<file path="src/sv/mrt_pkg.sv">
// shared types and constants for the 4x4 row transform core
// no dependencies; imported by every module of the block
`timescale 1ns / 1ps

package mrt_pkg;

    localparam int DATA_W        = 32;
    localparam int LANES         = 4;
    localparam int COEFS         = LANES * LANES;
    localparam int COEF_IDX_W    = 4;
    localparam int FRAC_BITS_DEF = 16;

    // input tdata layout, lowest bit first
    localparam int COEF_IDX_LSB = 0;
    localparam int COEF_VAL_LSB = COEF_IDX_LSB + COEF_IDX_W;
    localparam int VEC_LSB      = COEF_VAL_LSB + DATA_W;
    localparam int S_FIELDS_W   = VEC_LSB + LANES * DATA_W;
    localparam int S_TDATA_W    = ((S_FIELDS_W + 7) / 8) * 8;
    localparam int M_TDATA_W    = LANES * DATA_W;

    // item kind carried in s_axis_tuser
    localparam logic OP_LOAD  = 1'b0;
    localparam logic OP_XFORM = 1'b1;

    typedef logic [LANES-1:0][DATA_W-1:0] quad_t;

    // pipeline stage enables shared by all lanes
    typedef struct packed {
        logic en1;
        logic en2;
        logic en3;
    } lane_ctrl_t;

endpackage

</file>
<file path="src/sv/mrt_merge.sv">
// merges the four lane results and flags into one transfer, with skid buffer
// depends on mrt_pkg
`timescale 1ns / 1ps

module mrt_merge (
    input  logic                              aclk,
    input  logic                              aresetn,
    input  logic                              in_valid,
    output logic                              in_ready,
    input  mrt_pkg::quad_t                    lane_res,
    input  logic [mrt_pkg::LANES-1:0]         lane_sat,
    output logic                              m_axis_tvalid,
    input  logic                              m_axis_tready,
    output logic [mrt_pkg::M_TDATA_W-1:0]     m_axis_tdata,
    output logic [0:0]                        m_axis_tuser
);
    import mrt_pkg::*;

    logic                 out_valid_reg, skid_valid_reg;
    logic [M_TDATA_W-1:0] out_data_reg, skid_data_reg;
    logic                 out_ovf_reg, skid_ovf_reg;
    logic [M_TDATA_W-1:0] in_data;
    logic                 in_ovf;
    logic                 pop;

    assign in_data  = lane_res;
    assign in_ovf   = |lane_sat;
    assign pop      = out_valid_reg && m_axis_tready;
    assign in_ready = !skid_valid_reg;

    always_ff @(posedge aclk) begin
        if (!aresetn) begin
            out_valid_reg  <= 1'b0;
            skid_valid_reg <= 1'b0;
        end else if (skid_valid_reg) begin
            if (pop) begin
                out_data_reg   <= skid_data_reg;
                out_ovf_reg    <= skid_ovf_reg;
                skid_valid_reg <= 1'b0;
            end
        end else if (in_valid) begin
            if (!out_valid_reg || pop) begin
                out_data_reg  <= in_data;
                out_ovf_reg   <= in_ovf;
                out_valid_reg <= 1'b1;
            end else begin
                skid_data_reg  <= in_data;
                skid_ovf_reg   <= in_ovf;
                skid_valid_reg <= 1'b1;
            end
        end else if (pop) begin
            out_valid_reg <= 1'b0;
        end
    end

    assign m_axis_tvalid   = out_valid_reg;
    assign m_axis_tdata    = out_data_reg;
    assign m_axis_tuser[0] = out_ovf_reg;

endmodule

</file>
<file path="config.mk">
export PLATFORM = sky130hd
export DESIGN_NAME = mrt_merge
export DESIGN_NICKNAME = d
export VERILOG_FILES = /design/src/sv/mrt_pkg.sv /design/src/sv/mrt_merge.sv
export SDC_FILE = /design/constraint.sdc
export NUM_CORES = 1
export LEC_CHECK = 0
export BUFFER_PORTS_ARGS = -buffer_cell sky130_fd_sc_hd__buf_2
export CORE_ASPECT_RATIO = 1.2
export CORE_UTILIZATION = 56
export CTS_CLUSTER_SIZE = 24
export DETAILED_ROUTE_END_ITERATION = 10
export PLACE_DENSITY_LB_ADDON = 0.05
export SYNTH_ARGS = -nofsm -noshare
export SYNTH_HDL_FRONTEND = slang
export SYNTH_SLANG_ARGS = --single-unit
</file>
<file path="constraint.sdc">
create_clock -name aclk -period 49.1 [get_ports aclk]
set_clock_uncertainty 0.2 [all_clocks]
set_input_delay 9.82 -clock aclk [delete_from_list [all_inputs] [get_ports aclk]]
set_output_delay 9.82 -clock aclk [all_outputs]
set_load 0.01 [all_outputs]
</file>
==> results.json <==
{
  "syn_inst": 418,
  "drt_pass1_iterations": 4,
  "yosysMostFrequentCell": "edfxtp_1",
  "setup_violations": 0,
  "die_h_um": 144.3,
  "endpoint_kind": "register",
  "ys_types": 15,
  "avgSynthCellArea_um2": 22.61,
  "areaGrowthSynthToFinish_pct": 23.70,
  "viasPerCell": 5.214,
  "fp-row-count": 51,
  "drive_above_1_share": 0.6050,
  "num_vias": 4859,
  "antenna_found_initial": 2,
  "crit_fanout": 74,
  "cts_max_level": 1,
  "synth_mux_area_frac": 0.1541,
  "cts-buffers-inserted": 25,
  "max_freq_ghz": 0.08357,
  "worst_pin_slew_ns": 1.129,
  "fin_crit_ns": 11.97,
  "async_reset_ff_frac": 0,
  "synthSimpleGateAreaFrac": 0.003310,
  "ys_warn_count": 0,
  "r2r_slack_ns": 45.78,
  "start_kind": "input pin",
  "place_hpwl_um": 11500,
  "crit_end": "skid_data_reg[37]$_DFFE_PP_",
  "grt_overflow_total": 0,
  "fin_nets": 837,
  "drtIter0Drc": 321,
  "synth_edf_count": 258,
  "reg2reg_depth": 5,
  "crit_path_start": "in_valid",
  "status": "completed",
  "insertion_delay_ns": 0.51,
  "core-area_um2": 16340,
  "synth_top_cell_area_share": 0.8198,
  "power_frac_comb": 0.068,
  "cp.arrival_ns": 11.89,
  "ys_seq_area_frac": 0.8240,
  "synthTopCellsByCount": "edfxtp_1, mux2_2, buf_6",
  "track_usage": 0.2000,
  "clkTransAtPathRegs_ns": 0.06,
  "synth_seq_cells": 260,
  "start_util": 0.5785,
  "power.density_nw_per_um2": 39.05,
  "layout_setup_ws_ns": 37.13,
  "synth_top_cell_by_area": "edfxtp_1",
  "grt_max_degree": 84,
  "rsz0062_at_grt": "no",
  "port-buffer-count": 266,
  "timing.final.max_slew_violations": 0,
  "die_area_um2": 17400,
  "syn-cell-area_um2": 9450,
  "cts_tree": "yes",
  "timing.rr.end": "skid_data_reg[37]$_DFFE_PP_",
  "grt_first_pass_wirelength_um": 26470,
  "finalWirelength_um": 17630,
  "worstReg2RegStart": "skid_valid_reg$_SDFF_PN0_",
  "drv_cap": 0,
  "critical_path_required_ns": 49.02,
  "max_slew_margin": 0.2476,
  "p_leak_uw": 0.004300,
  "drc": 0,
  "grt_pass1_vias": 4971,
  "p_int_uw": 362.7,
  "syn-num-nets": 554,
  "synth_compound_area_frac": 0.003442,
  "synthXorXnorAreaFrac": 0,
  "seqPwrFrac": 0.562,
  "finalHoldViolations": 0,
  "num_io_pins": 267,
  "synthAdderAreaFrac": 0,
  "irDropWorstVdd_mv": 0.02931,
  "switchingPower_uw": 93.79,
  "antenna_left": 0,
  "postCtsSetupBuffers": 0,
  "cts_hold_buf": 0,
  "cts_resized": 0,
  "die_x_um": 120.6,
  "ys_top_cells_by_area": "edfxtp_1, mux2_2, buf_6",
  "sw_frac_of_total": 0.2054,
  "fin_setup_tns_ns": 0,
  "cts_root_buffer": "clkbuf_16",
  "worstSetupPathType": "in2reg",
  "synth-main-ff-cell": "edfxtp_1",
  "synth_top_family_by_area": "multiplexers",
  "worstHoldPathType": "reg2reg",
  "place_congestion": 0.7879,
  "cts_sinks": 260,
  "wl_per_cell_um": 18.92,
  "p_clk_frac": 0.371,
  "pre_cts_slack_ns": 36.60,
  "finalCritPeriodShare": 0.2437,
  "cts_buffer_depth": 3,
  "holdPathStages": 1
}
==> stage by stage <==
step / hold WS [ns] / instance area (um2) / util / std cells / power, uW
6_report: 0.3449 / 11690 / 0.7156 / 932 / 456.5
5_1_grt: 0.3528 / 11690 / 0.7155 / 931 / 471.6
4_1_cts: 0.3454 / 11690 / 0.7155 / 931 / 460.9
3_5_place_dp: 0.3303 / 10970 / 0.6718 / 886 / 292.3
3_3_place_gp: 0.3150 / 10970 / 0.6718 / 886 / 291.0
2_1_floorplan: 0.3231 / 9450 / - / 418 / 279.6
==> power by group through the flow <==
stage / clock [uW] / combinational (uW) / sequential, uW
detailed placement: 0 / 31.1 / 261
finish: 169 / 30.8 / 256
global route: 181 / 33.5 / 257
CTS: 173 / 31.4 / 256
global placement: 0 / 30.2 / 261
floorplan: 0 / 14.1 / 265
==> placed cells by master, fill, tap and decap left out, types with 2 or more instances in the layout <==
cell type / count
mux2_2: 128
edfxtp_1: 258
buf_2: 266
clkbuf_1: 8
o21ai_0: 3
buf_4: 5
clkinv_2: 3
inv_1: 2
nand2_1: 2
clkbuf_16: 25
clkinv_1: 7
==> cell families (layout without fill, tap and decap cells) <==
kind of cell / after synthesis / after routing
AOI/OAI and AO/OA: 6 / 6
and+or+nand+nor: 5 / 5
DFF: 260 / 260
muxes: 129 / 129
other: 0 / 1
buffers and inverters: 18 / 319
==> how the worst min path moves through the flow <==
stage                                 startpoint                          end  slack, ns
floorplan           skid_data_reg[121]$_DFFE_PP_  m_axis_tdata[121]$_DFFE_PP_       0.32
global placement      m_axis_tvalid$_SDFFE_PN0P_   m_axis_tvalid$_SDFFE_PN0P_       0.31
detailed placement   skid_data_reg[96]$_DFFE_PP_   m_axis_tdata[96]$_DFFE_PP_       0.33
CTS                   skid_data_reg[4]$_DFFE_PP_    m_axis_tdata[4]$_DFFE_PP_       0.35
global route          skid_data_reg[4]$_DFFE_PP_    m_axis_tdata[4]$_DFFE_PP_       0.35
finish                skid_data_reg[4]$_DFFE_PP_    m_axis_tdata[4]$_DFFE_PP_       0.34
==> area by class of cell <==
| type | count | area (um2) |
|---|---|---|
| inverter | 3 | 11.26 |
| antenna | 1 | 2.502 |
| clock inverter | 12 | 57.56 |
| timing repair buffer | 271 | 1369 |
| clock buffer | 33 | 655.6 |
| fill | 1105 | 4646 |
| multi-input combinational | 140 | 1538 |
| tap | 212 | 265.3 |
| sequential | 260 | 7791 |
==> worst max-delay path, stage by stage <==
cell	delay [ns]
buf_2	0.09
nand2_1	0.12
nor4b_2	0.27
buf_4	0.62
buf_4	0.88
==> metal layers <==
layer / vias up / global-route usage / wire length (um)
met5: - / 0 / 13
met4: 2 / 0.05588 / 339
met3: 30 / 0.05126 / 1388
li1: 2241 / - / -
met1: 2387 / 0.2618 / 6989
met2: 199 / 0.3342 / 8900
(Power assumes the default switching activity.)
